$ cat config.mk
export PLATFORM = sky130hd
export DESIGN_NAME = date_day_difference
export DESIGN_NICKNAME = d
export VERILOG_FILES = /design/src/ddd_pkg.sv /design/src/ddd_front.sv /design/src/ddd_queue.sv /design/src/ddd_back.sv /design/src/date_day_difference.sv
export SDC_FILE = /design/constraint.sdc
export NUM_CORES = 1
export LEC_CHECK = 0
export BUFFER_PORTS_ARGS = -buffer_cell sky130_fd_sc_hd__buf_4
export CELL_PAD_IN_SITES_DETAIL_PLACEMENT = 1
export CELL_PAD_IN_SITES_GLOBAL_PLACEMENT = 2
export CORE_ASPECT_RATIO = 1.1
export CORE_MARGIN = 8
export CORE_UTILIZATION = 47
export CTS_CLUSTER_DIAMETER = 60
export DETAILED_ROUTE_END_ITERATION = 12
export PLACE_DENSITY_LB_ADDON = 0.08
export SLEW_MARGIN = 10
export SYNTH_ARGS = -nofsm -noshare
export SYNTH_HDL_FRONTEND = slang
export SYNTH_SLANG_ARGS = --single-unit
$ cat constraint.sdc
create_clock -name clock -period 20.3 [get_ports clock]
set_clock_uncertainty 0.05 [all_clocks]
set_input_delay 4.06 -clock clock [delete_from_list [all_inputs] [get_ports clock]]
set_output_delay 4.06 -clock clock [all_outputs]
set_load 0.05 [all_outputs]
$ cat src/ddd_pkg.sv
// ----------------------------------------------------------------------------
// ddd_pkg
// Shared types, constants and calendar functions of the date difference block.
// ----------------------------------------------------------------------------
`default_nettype none

package ddd_pkg;

   // Default number of entries in the queue between front and back.
   localparam int unsigned DefaultQueueDepth = 2;

   // Largest magnitude of the answer; larger differences saturate here.
   localparam int DiffMax = 4194303;

   // Multiplicative inverse of 25 modulo 2**14 and the divisibility bound.
   localparam logic [13:0] Inv25 = 14'd7209;
   localparam logic [13:0] Div25Bound = 14'd655;

   // Reciprocal of 100 for a 15-bit dividend: (x * Recip100) >> Recip100Shift.
   localparam logic [15:0] Recip100 = 16'd41944;
   localparam int unsigned Recip100Shift = 22;

   // One date, reduced to what the day-number arithmetic needs.
   // yy is the year counted from March, shifted up by 400.
   // doy is the day of that March-based year, 0 to 365 for a valid date.
   typedef struct packed {
      logic        err;
      logic [1:0][14:0] yy;
      logic [1:0][8:0]  doy;
   } entry_type;

   // Gregorian leap rule. Divisibility by 25 uses the modular inverse,
   // so y % 100 == 0 becomes (y % 4 == 0) && div25, and y % 400 == 0
   // becomes (y % 16 == 0) && div25.
   function automatic logic is_leap(input logic [13:0] y);
      logic [13:0] prod;
      logic        div25;
      prod  = 14'(y * Inv25);
      div25 = (prod <= Div25Bound);
      return ((y[1:0] == 2'd0) && !div25) || ((y[3:0] == 4'd0) && div25);
   endfunction

   // Last day of a month; months outside 1 to 12 give 0.
   function automatic logic [4:0] last_day(input logic [3:0] m, input logic leap);
      logic [4:0] d;
      unique case (m)
         4'd1, 4'd3, 4'd5, 4'd7, 4'd8, 4'd10, 4'd12: d = 5'd31;
         4'd4, 4'd6, 4'd9, 4'd11:                    d = 5'd30;
         4'd2:                                       d = leap ? 5'd29 : 5'd28;
         default:                                    d = 5'd0;
      endcase
      return d;
   endfunction

   // Days before the first of a month in a year that starts on March 1.
   function automatic logic [8:0] month_offset(input logic [3:0] m);
      logic [8:0] o;
      unique case (m)
         4'd3:    o = 9'd0;
         4'd4:    o = 9'd31;
         4'd5:    o = 9'd61;
         4'd6:    o = 9'd92;
         4'd7:    o = 9'd122;
         4'd8:    o = 9'd153;
         4'd9:    o = 9'd184;
         4'd10:   o = 9'd214;
         4'd11:   o = 9'd245;
         4'd12:   o = 9'd275;
         4'd1:    o = 9'd306;
         4'd2:    o = 9'd337;
         default: o = 9'd0;
      endcase
      return o;
   endfunction

endpackage

`default_nettype wire

$ cat src/ddd_front.sv
// ----------------------------------------------------------------------------
// ddd_front
// Accepts date pairs, checks them and reduces each date for the back end.
// ----------------------------------------------------------------------------
`default_nettype none

module ddd_front (
   input  wire logic               req_tvalid,
   output logic                    req_tready,
   input  wire logic [47:0]        req_tdata,
   input  wire logic               queue_full,
   output logic                    queue_push,
   output ddd_pkg::entry_type      queue_entry
);
   import ddd_pkg::*;

   logic [1:0][4:0]  day;
   logic [1:0][3:0]  month;
   logic [1:0][13:0] year;
   logic [1:0]       valid;

   assign day[0]   = req_tdata[4:0];
   assign month[0] = req_tdata[8:5];
   assign year[0]  = req_tdata[22:9];
   assign day[1]   = req_tdata[27:23];
   assign month[1] = req_tdata[31:28];
   assign year[1]  = req_tdata[45:32];

   always_comb begin
      for (int i = 0; i < 2; i++) begin
         valid[i] = (month[i] >= 4'd1) && (month[i] <= 4'd12) && (day[i] != 5'd0) &&
                    (day[i] <= last_day(month[i], is_leap(year[i])));
         // January and February belong to the previous March-based year.
         queue_entry.yy[i]  = {1'b0, year[i]} + 15'd400 - 15'(month[i] <= 4'd2);
         queue_entry.doy[i] = month_offset(month[i]) + 9'(day[i]) - 9'd1;
      end
      queue_entry.err = !(valid[0] && valid[1]);
   end

   assign req_tready = !queue_full;
   assign queue_push = req_tvalid && !queue_full;

endmodule

`default_nettype wire

$ cat src/ddd_queue.sv
// ----------------------------------------------------------------------------
// ddd_queue
// Small first-in first-out queue of reduced date pairs.
// ----------------------------------------------------------------------------
`default_nettype none

module ddd_queue #(
   parameter int unsigned Depth = ddd_pkg::DefaultQueueDepth
) (
   input  wire logic               clock,
   input  wire logic               reset,
   input  wire logic               push,
   input  wire ddd_pkg::entry_type push_entry,
   output logic                    full,
   input  wire logic               pop,
   output logic                    empty,
   output ddd_pkg::entry_type      head
);
   import ddd_pkg::*;

   localparam int unsigned PtrW   = $clog2(Depth);
   localparam int unsigned CountW = $clog2(Depth + 1);

   entry_type         mem_ff [Depth];
   logic [PtrW-1:0]   wr_ptr_ff, wr_ptr_in;
   logic [PtrW-1:0]   rd_ptr_ff, rd_ptr_in;
   logic [CountW-1:0] count_ff, count_in;

   assign full  = (count_ff == CountW'(Depth));
   assign empty = (count_ff == '0);
   assign head  = mem_ff[rd_ptr_ff];

   always_comb begin
      wr_ptr_in = wr_ptr_ff;
      rd_ptr_in = rd_ptr_ff;
      count_in  = count_ff;
      if (push) begin
         wr_ptr_in = (wr_ptr_ff == PtrW'(Depth - 1)) ? '0 : wr_ptr_ff + PtrW'(1);
      end
      if (pop) begin
         rd_ptr_in = (rd_ptr_ff == PtrW'(Depth - 1)) ? '0 : rd_ptr_ff + PtrW'(1);
      end
      if (push && !pop) begin
         count_in = count_ff + CountW'(1);
      end else if (pop && !push) begin
         count_in = count_ff - CountW'(1);
      end
   end

   always_ff @(posedge clock) begin
      if (reset) begin
         wr_ptr_ff <= '0;
         rd_ptr_ff <= '0;
         count_ff  <= '0;
      end else begin
         wr_ptr_ff <= wr_ptr_in;
         rd_ptr_ff <= rd_ptr_in;
         count_ff  <= count_in;
      end
   end

   always_ff @(posedge clock) begin
      if (push) begin
         mem_ff[wr_ptr_ff] <= push_entry;
      end
   end

   a_count_bound: assert property (@(posedge clock) disable iff (reset)
      count_ff <= CountW'(Depth))
      else $error("queue count above depth");

   a_no_overflow: assert property (@(posedge clock) disable iff (reset)
      !(push && full) && !(pop && empty))
      else $error("queue pushed when full or popped when empty");

   a_pop_drains: assert property (@(posedge clock) disable iff (reset)
      (pop && !push) |=> (count_ff == $past(count_ff) - CountW'(1)))
      else $error("queue count did not drop after a pop");

endmodule

`default_nettype wire

$ cat src/ddd_back.sv
// ----------------------------------------------------------------------------
// ddd_back
// Pipelined day-number arithmetic, difference, end-day and saturation.
// ----------------------------------------------------------------------------
`default_nettype none

module ddd_back (
   input  wire logic               clock,
   input  wire logic               reset,
   input  wire logic               count_end_day,
   input  wire logic               queue_empty,
   input  wire ddd_pkg::entry_type queue_head,
   output logic                    queue_pop,
   output logic                    rsp_tvalid,
   input  wire logic               rsp_tready,
   output logic [23:0]             rsp_tdata,
   output logic                    rsp_tuser
);
   import ddd_pkg::*;

   // Stage two: products and quotients of each date.
   logic             s2_valid_ff, s2_valid_in;
   logic             s2_err_ff;
   logic [1:0][22:0] s2_p365_ff, s2_p365_in;
   logic [1:0][12:0] s2_q4_ff, s2_q4_in;
   logic [1:0][7:0]  s2_q100_ff, s2_q100_in;
   logic [1:0][8:0]  s2_doy_ff;

   // Stage three: signed difference of the day numbers.
   logic               s3_valid_ff, s3_valid_in;
   logic               s3_err_ff;
   logic signed [23:0] s3_diff_ff, s3_diff_in;

   // Output register.
   logic        out_valid_ff, out_valid_in;
   logic        out_err_ff;
   logic [22:0] out_data_ff, out_data_in;

   logic out_adv, s3_adv, s2_adv;
   logic [30:0]      prod100 [2];
   logic [1:0][22:0] day_num;
   logic signed [24:0] adj;

   assign out_adv   = !out_valid_ff || rsp_tready;
   assign s3_adv    = !s3_valid_ff || out_adv;
   assign s2_adv    = !s2_valid_ff || s3_adv;
   assign queue_pop = !queue_empty && s2_adv;

   // Products of the queue head.
   always_comb begin
      for (int i = 0; i < 2; i++) begin
         s2_p365_in[i] = 23'(24'(queue_head.yy[i]) * 24'd365);
         s2_q4_in[i]   = queue_head.yy[i][14:2];
         prod100[i]    = 31'(queue_head.yy[i]) * 31'(Recip100);
         s2_q100_in[i] = prod100[i][Recip100Shift+7:Recip100Shift];
      end
   end

   // Day number = yy*365 + yy/4 - yy/100 + yy/400 + doy, with yy/400 = (yy/100)/4.
   always_comb begin
      for (int i = 0; i < 2; i++) begin
         day_num[i] = s2_p365_ff[i] + 23'(s2_q4_ff[i]) - 23'(s2_q100_ff[i]) +
                      23'(s2_q100_ff[i][7:2]) + 23'(s2_doy_ff[i]);
      end
      s3_diff_in = signed'(24'(day_num[1]) - 24'(day_num[0]));
   end

   // End day, zero result on error, and saturation.
   always_comb begin
      adj = {s3_diff_ff[23], s3_diff_ff};
      if (count_end_day) begin
         if (s3_diff_ff[23]) begin
            adj = adj - 25'sd1;
         end else begin
            adj = adj + 25'sd1;
         end
      end
      if (s3_err_ff) begin
         out_data_in = '0;
      end else if (adj > 25'(DiffMax)) begin
         out_data_in = 23'(DiffMax);
      end else if (adj < -25'(DiffMax)) begin
         out_data_in = 23'(-DiffMax);
      end else begin
         out_data_in = adj[22:0];
      end
   end

   always_comb begin
      s2_valid_in  = s2_adv ? queue_pop : s2_valid_ff;
      s3_valid_in  = s3_adv ? s2_valid_ff : s3_valid_ff;
      out_valid_in = out_adv ? s3_valid_ff : out_valid_ff;
   end

   always_ff @(posedge clock) begin
      if (reset) begin
         s2_valid_ff  <= 1'b0;
         s3_valid_ff  <= 1'b0;
         out_valid_ff <= 1'b0;
      end else begin
         s2_valid_ff  <= s2_valid_in;
         s3_valid_ff  <= s3_valid_in;
         out_valid_ff <= out_valid_in;
      end
   end

   always_ff @(posedge clock) begin
      if (queue_pop) begin
         s2_p365_ff <= s2_p365_in;
         s2_q4_ff   <= s2_q4_in;
         s2_q100_ff <= s2_q100_in;
         s2_doy_ff  <= queue_head.doy;
         s2_err_ff  <= queue_head.err;
      end
      if (s3_adv && s2_valid_ff) begin
         s3_diff_ff <= s3_diff_in;
         s3_err_ff  <= s2_err_ff;
      end
      if (out_adv && s3_valid_ff) begin
         out_data_ff <= out_data_in;
         out_err_ff  <= s3_err_ff;
      end
   end

   assign rsp_tvalid = out_valid_ff;
   assign rsp_tdata  = {1'b0, out_data_ff};
   assign rsp_tuser  = out_err_ff;

   a_err_zero: assert property (@(posedge clock) disable iff (reset)
      (out_valid_ff && out_err_ff) |-> (out_data_ff == '0))
      else $error("error result carries a nonzero difference");

   a_saturated: assert property (@(posedge clock) disable iff (reset)
      out_valid_ff |-> (out_data_ff != 23'h400000))
      else $error("difference beyond the saturation limit");

   a_s2_holds: assert property (@(posedge clock) disable iff (reset)
      (s2_valid_ff && !s3_adv) |=> (s2_valid_ff && $stable(s2_p365_ff)))
      else $error("stalled stage two lost its contents");

endmodule

`default_nettype wire

$ cat src/date_day_difference.sv
// ----------------------------------------------------------------------------
// date_day_difference
// Signed number of days between two Gregorian dates.
// ----------------------------------------------------------------------------
// Each transfer on the req_ channel carries two dates; each transfer on the
// rsp_ channel returns the signed day count from the first date to the
// second, one result per request in order. The block accepts a new pair
// every clock cycle while its queue is not full. The front end checks both
// dates and reduces them, a short queue decouples it from the back end, and
// the back end runs a three-register pipeline (products, day numbers and
// difference, saturation) in which a stage holds while the stage after it
// is full and stalled by the rsp_ side. Leap years follow the 4/100/400 rule;
// year 0 counts as a leap year. A date with a month outside 1 to 12 or a day
// outside its month sets rsp_tuser and returns a difference of zero. With
// count_end_day set, the magnitude grows by one (equal dates give +1).
// Differences beyond +/-4194303 saturate there. Write csr_wdata only while
// no request is in flight.
// ----------------------------------------------------------------------------
`default_nettype none

module date_day_difference #(
   parameter int unsigned QueueDepth = ddd_pkg::DefaultQueueDepth
) (
   input  wire logic        clock,
   input  wire logic        reset,

   input  wire logic        req_tvalid,
   output logic             req_tready,
   // [4:0] first_day, [8:5] first_month, [22:9] first_year,
   // [27:23] second_day, [31:28] second_month, [45:32] second_year, rest zero
   input  wire logic [47:0] req_tdata,

   output logic             rsp_tvalid,
   input  wire logic        rsp_tready,
   // [22:0] day_difference (two's complement), [23] zero
   output logic [23:0]      rsp_tdata,
   // [0] date_error
   output logic             rsp_tuser,

   input  wire logic        csr_we,
   input  wire logic [0:0]  csr_wdata
);
   import ddd_pkg::*;

   // Mode register: count the end day.
   logic count_end_day_ff, count_end_day_in;

   logic      queue_full;
   logic      queue_push;
   logic      queue_empty;
   logic      queue_pop;
   entry_type queue_entry;
   entry_type queue_head;

   assign count_end_day_in = csr_we ? csr_wdata[0] : count_end_day_ff;

   always_ff @(posedge clock) begin
      if (reset) begin
         count_end_day_ff <= 1'b0;
      end else begin
         count_end_day_ff <= count_end_day_in;
      end
   end

   // Front end: accepts a pair, validates it and reduces both dates.
   ddd_front u_front (
      .req_tvalid  (req_tvalid),
      .req_tready  (req_tready),
      .req_tdata   (req_tdata),
      .queue_full  (queue_full),
      .queue_push  (queue_push),
      .queue_entry (queue_entry)
   );

   // The queue lets the front keep accepting while the back end is stalled.
   ddd_queue #(
      .Depth (QueueDepth)
   ) u_queue (
      .clock      (clock),
      .reset      (reset),
      .push       (queue_push),
      .push_entry (queue_entry),
      .full       (queue_full),
      .pop        (queue_pop),
      .empty      (queue_empty),
      .head       (queue_head)
   );

   // Back end: day numbers, difference, end day, saturation, output register.
   ddd_back u_back (
      .clock         (clock),
      .reset         (reset),
      .count_end_day (count_end_day_ff),
      .queue_empty   (queue_empty),
      .queue_head    (queue_head),
      .queue_pop     (queue_pop),
      .rsp_tvalid    (rsp_tvalid),
      .rsp_tready    (rsp_tready),
      .rsp_tdata     (rsp_tdata),
      .rsp_tuser     (rsp_tuser)
   );

endmodule

`default_nettype wire
Word-level counts from Yosys, hierarchy flattened
Memories as Yosys holds them, arrays and structs flattened. A register that Yosys moved wholly into a read port is not among the register bits.
Index checks and enable logic that the tools add are counted.
{ "op_classes": {"add_sub_neg": 23, "n_mul": 6, "n_div": 0, "magnitude_cmp": 12, "eq_ne": 25, "shifts": 0, "mux": 16, "bitwise": 0, "reduce_logical": 45} }
{ "op_table": {"columns": ["cell", "n"], "rows": [
  ["15-bit by 13-bit multiplier with 27-bit output, second input constant", 2],
  ["25-bit 2-to-1 mux", 2],
  ["23-bit by 13-bit adder with 23-bit output", 2],
  ["23-bit by 6-bit adder with 23-bit output", 2],
  ["23-bit by 9-bit adder with 23-bit output", 2],
  ["15-bit by 9-bit multiplier with 23-bit output, second input constant", 2],
  ["23-bit by 8-bit subtractor with 23-bit output", 2],
  ["4-bit equality test, second input constant", 10],
  ["4-bit by 3-bit equality test with 1-bit output, second input constant", 8],
  ["14-bit by 9-bit adder with 15-bit output, second input constant", 2],
  ["5-bit case mux with 3 select lines", 2],
  ["15-bit by 1-bit subtractor with 15-bit output", 2],
  ["14-bit by 10-bit less-or-equal comparator with 1-bit output, second input constant", 2],
  ["14-bit by 13-bit multiplier with 14-bit output, second input constant", 2],
  ["24-bit by 2-bit adder with 25-bit output, second input constant", 1],
  ["25-bit by 23-bit greater-than comparator with 1-bit output, second input constant", 1],
  ["25-bit by 23-bit less-than comparator with 1-bit output, second input constant", 1],
  ["24-bit by 2-bit subtractor with 25-bit output, second input constant", 1],
  ["23-bit by 23-bit subtractor with 24-bit output", 1],
  ["23-bit 2-to-1 mux", 1],
  ["22-bit 2-to-1 mux", 1],
  ["9-bit by 5-bit adder with 9-bit output", 2],
  ["9-bit by 1-bit subtractor with 9-bit output, second input constant", 2],
  ["1-bit logical AND", 17],
  ["other kinds (21)", 57]
]} }
{ "totals": {"regBits": 164, "latch_bits": 0, "ram_bits": 98, "romBits": 288, "in_bits": 54, "wordCells": 151, "memories": 3} }
{ "mem_list": {"columns": ["name", "depth", "word_bits", "rd", "rd_clocked_by_memory_dff", "wr", "line", "rtl"], "rows": [
  ["(name not given)", 16, 9, 1, 0, 0, "ddd_pkg.sv:58", "unique case (m)"],
  ["(name not given)", 16, 9, 1, 0, 0, "ddd_pkg.sv:58", null],
  ["u_queue.mem_ff", 2, 49, 1, 1, 1, "ddd_queue.sv:24", "entry_type mem_ff [Depth];"]
]} }

Depth between registers and ports, before layout
{ "logic_depth": {"ltp_word": 11, "ltp_mapped": 26, "depth_no_buf": 26} }

Cells and area by module
A second synthesis with hierarchy kept.
{ "hier_totals": {"cells_unflattened": 3043, "area_unflattened_um2": 31697.9} }
{ "by_module_without_submodules": {"columns": ["mod", "instances", "cells_per_inst", "area_each_um2", "seq_area_each_um2"], "rows": [
  ["ddd_back", 1, 2216, 22731.8, 4744.6],
  ["ddd_front", 1, 650, 5192.5, 0.0],
  ["ddd_queue", 1, 174, 3739.8, 3042.9],
  ["date_day_difference", 1, 3, 33.8, 20.0]
]} }

Least setup slack after synthesis
No wires, ideal clock.
{ "synth_timing": {"kind": "in2reg", "start": "input port req_tdata[35]", "end": "memory u_queue.mem_ff[0][48] (netlist bit), data pin", "setup_ns": 0.278, "arrival_time_ns": 8.202, "required_ns": 19.972, "setup_slack_ns": 11.770, "path_stages": 22, "cell_sequence": "ha_1 -> ha_1 -> ha_1 -> inv_1 -> fa_1 -> inv_1 -> ha_1 -> fa_1 -> a21o_1 -> a21oi_1 -> o21bai_1 -> a21oi_1 -> xor2_1 -> a41oi_1 -> ha_1 -> nor2b_1 -> o21a_1 -> o21ai_0 -> nand2b_1 -> a21oi_1 -> a31oi_1 -> or4_1"} }
{ "synth_rtl": {"columns": ["item", "line", "rtl"], "rows": [
  ["from (decl)", "date_day_difference.sv:31", "input wire logic [47:0] req_tdata,"],
  ["to (decl)", "ddd_queue.sv:24", null]
]} }

==> qor.yml <==
sta:
  hold_violations: 0
  relSlewSlack: 0.202
  setup_tns_ns: 0
  min_period_over_period: 0.436
  setup_viol: 0
  timing.fmax_mhz: 113
  drv_slew: 0
  period_minus_slack_ns: 8.84
  tightest_slew_ns: 1.20
  grt_setup_unrepaired: "false"
  hold_ws_ns: 0.466
critical_path:
  crit_path_max_fanout: 6
  rrSetupSlack_ns: 12.10
  path_class: "in -> reg"
  r2r_end: "u_back.s2_q100_ff[7]"
  r2r_cells: 21
  worstPathArrival_ns: 9.07
  crit_required_ns: 20.53
  cp_slowest_cell: "or4_1"
  critPathCaptureType: "register"
  worstSetupStartpointType: "input port"
  cp_cell_sequence: "buf_4 -> ha_1 -> ha_1 -> ha_1 -> inv_1 -> fa_1 -> inv_1 -> ha_1 -> fa_1 -> a21o_1 -> a21oi_1 -> o21bai_1 -> a21oi_1 -> xor2_1 -> a41oi_1 -> ha_1 -> nor2b_1 -> o21a_1 -> o21ai_0 -> nand2b_1 -> a21oi_1 -> a31oi_1 -> or4_1"
  max_stage_delay_ns: 0.62
  cpMostUsedCell: "ha_1"
route:
  avgViaCountPerCell: 5.27
  dr.pass1.iters: 5
  routed_wl_mm: 71.1
  drt_iter0_markers: 584
  ant_nets: 0
  remaining_drc_errors: 0
  vias: 20500
  wl_per_cell_um: 18.3
run:
  drv_cap: 0
placed_design:
  io_buffers: 77
  hpwl_mm: 61.3
  place_congestion: 0.850
  dp.cells: 3830
global_routing:
  grt-ovfl-total: 0
  grt_max_degree: 58
  grt_pass1_wl_mm: 118
  antenna_found_initial: 0
  grt_usage: 0.194
  grt_pass1_vias: 23200
synth:
  syn_avg_cell_area_sq_um: 10.6
  synth_cells: 2923
  ys_warn_count: 0
  yosysTopAreaCellShare: 0.247
  yosys-top-cells-count: "667 x inv_1, 570 x ha_1, 300 x fa_1, 254 x edfxtp_1, 137 x a21oi_1"
  synth-async-reset-ratio: 0
  syn_area_sq_um: 30900
  ys.flop_type: "edfxtp_1"
  yosysSeqAreaShare: 0.253
  yosysMostFrequentCell: "inv_1"
  syn_nets: 3847
  yosys.area.top_type: "edfxtp_1"
  synth_cell_types: 83
  synth_edf_count: 254
  synth.ff_latch_count: 263
  synth_area_leaders: "edfxtp_1 25%, ha_1 23%, fa_1 19%, inv_1 8.1%, xnor2_1 3.9%"
clocking:
  clkTransAtPathRegs_ns: 0.06
  insertion_delay_ns: 0.57
  clock-sinks: 263
  cts.repair.resized: 0
  postCtsSetupBuffers: 0
  cts_hold_buf: 0
  htree_levels: 1
  cts_tree: "built"
  cts_buffer_depth: 3
  root_buffer: "clkbuf_16"
  cts_buffers: 29
min_path:
  hold_end: "u_back.rsp_tvalid"
  hold_class: "reg -> reg"
  min_from: "u_back.s3_valid_ff"
  hold_depth: 2
floorplanning:
  die_h_um: 285
  die_x_um: 261
  fp-row-count: 98
  dieArea_sq_um: 74200
  core_area_sq_um: 65000
  initial_core_util: 0.476
  io_pins: 81
cells_and_area:
  areaGrowthSynthToFinish_pct: 8.55
  multi_input_area_sq_um: 20500
  fin_cells: 3884
  final_nets: 3935
  n_fill_cell: 7052
  diodes: 0
  regArea_sq_um: 7810
  drive_gt1_frac: 0.0600
  final_core_util: 0.516
run_status:
  outcome: "finished clean"
[worst max-delay path by stage]
| stage | from | to | slack (ns) | cells past startpoint |
|---|---|---|---|---|
| final | req_tdata[35] | u_queue.mem_ff[0][48] | 11.46 | 23 |
| after global routing | req_tdata[35] | u_queue.mem_ff[1][48] | 11.25 | 23 |
| after CTS | req_tdata[35] | u_queue.mem_ff[1][48] | 11.48 | 23 |
| after detailed placement | req_tdata[35] | u_queue.mem_ff[1][48] | 10.85 | 23 |
| after global placement | req_tdata[35] | u_queue.mem_ff[0][48] | 11.00 | 23 |
| after floorplan | req_tdata[35] | u_queue.mem_ff[0][48] | 11.77 | 22 |
[routing by layer]
metal  routed length (um)  up-vias  track usage
met4                 2460        0       0.0623
met5                    0        -            0
li1                     -    10000            -
met1                31100    10200        0.241
met2                35900      216        0.352
met3                 1640       94       0.0157
[layout by cell type, fill, tap and decap left out, types with 8 or more instances in the layout]
cell       instances
o211ai_1          11
a211o_1           17
nor2_1           119
mux2i_1           38
and3_1            17
clkbuf_16         29
dfxtp_1            8
mux2_2            22
inv_1            666
nor2b_1           23
xnor2_1          136
o21bai_1          26
xor2_1            54
a31oi_1           27
or3_1             14
a211oi_1          17
fa_1             300
a21boi_0          12
nand4_1            9
o21ai_0           65
o21a_1            23
a21o_1            47
a21oi_1          137
nand3_1           24
ha_1             570
and2_1             8
nor3_1            37
edfxtp_1         254
nand2_1           62
buf_4             84
nand2b_1          26
[cell type report]
class | instances | share of cell area
Timing Repair Buffer | 84 | 0.0188
Clock inverter | 17 | 0.00839
Multi-Input combinational cell | 1965 | 0.611
Inverter | 668 | 0.0748
Sequential cell | 263 | 0.233
Clock buffer | 37 | 0.0228
Tap cell | 850 | 0.0317
[metrics by stage]
step	worst slack, ns	instance area, sq um
floorplan	11.77	30900
global placement	11.00	32500
detailed placement	10.85	32500
CTS	11.48	33500
global route	11.25	33500
finish	11.46	33500
[cell families (layout without fill, tap and decap cells)]
family / Yosys count / in the layout / synth area share
adder cells (fa/ha/maj): 872 / 872 / 0.426
buffers and inverters: 695 / 806 / 0.0849
AO/OA/AOI/OAI: 467 / 467 / 0.102
AND/OR/NAND/NOR: 374 / 374 / 0.0596
flip-flops: 263 / 263 / 0.253
XOR/XNOR: 190 / 190 / 0.0538
multiplexers: 61 / 61 / 0.0211
other: 1 / 1 / 0.000121
[state kept, by name (all words and copies together) (netlist names), 2 cells and up, named ones only]
register	count
u_queue.count_ff	2
u_back.s2_doy_ff	18
u_back.s3_diff_ff	24
u_back.out_data_ff	23
u_queue.mem_ff	98
u_back.s2_p365_ff	46
u_back.s2_q4_ff	26
u_back.s2_q100_ff	16
[worst max-delay path: cells and delay by family]
| family | cells | cell delay (ns) |
|---|---|---|
| simple gates | 3 | 0.76 |
| compound gates | 9 | 1.64 |
| fa+ha+maj | 7 | 2.27 |
| xor+xnor | 1 | 0.09 |
| buf+inv | 3 | 0.24 |
Power is not shown: default switching activity piles up to over one toggle a cycle in this logic, so the estimate is an artifact.
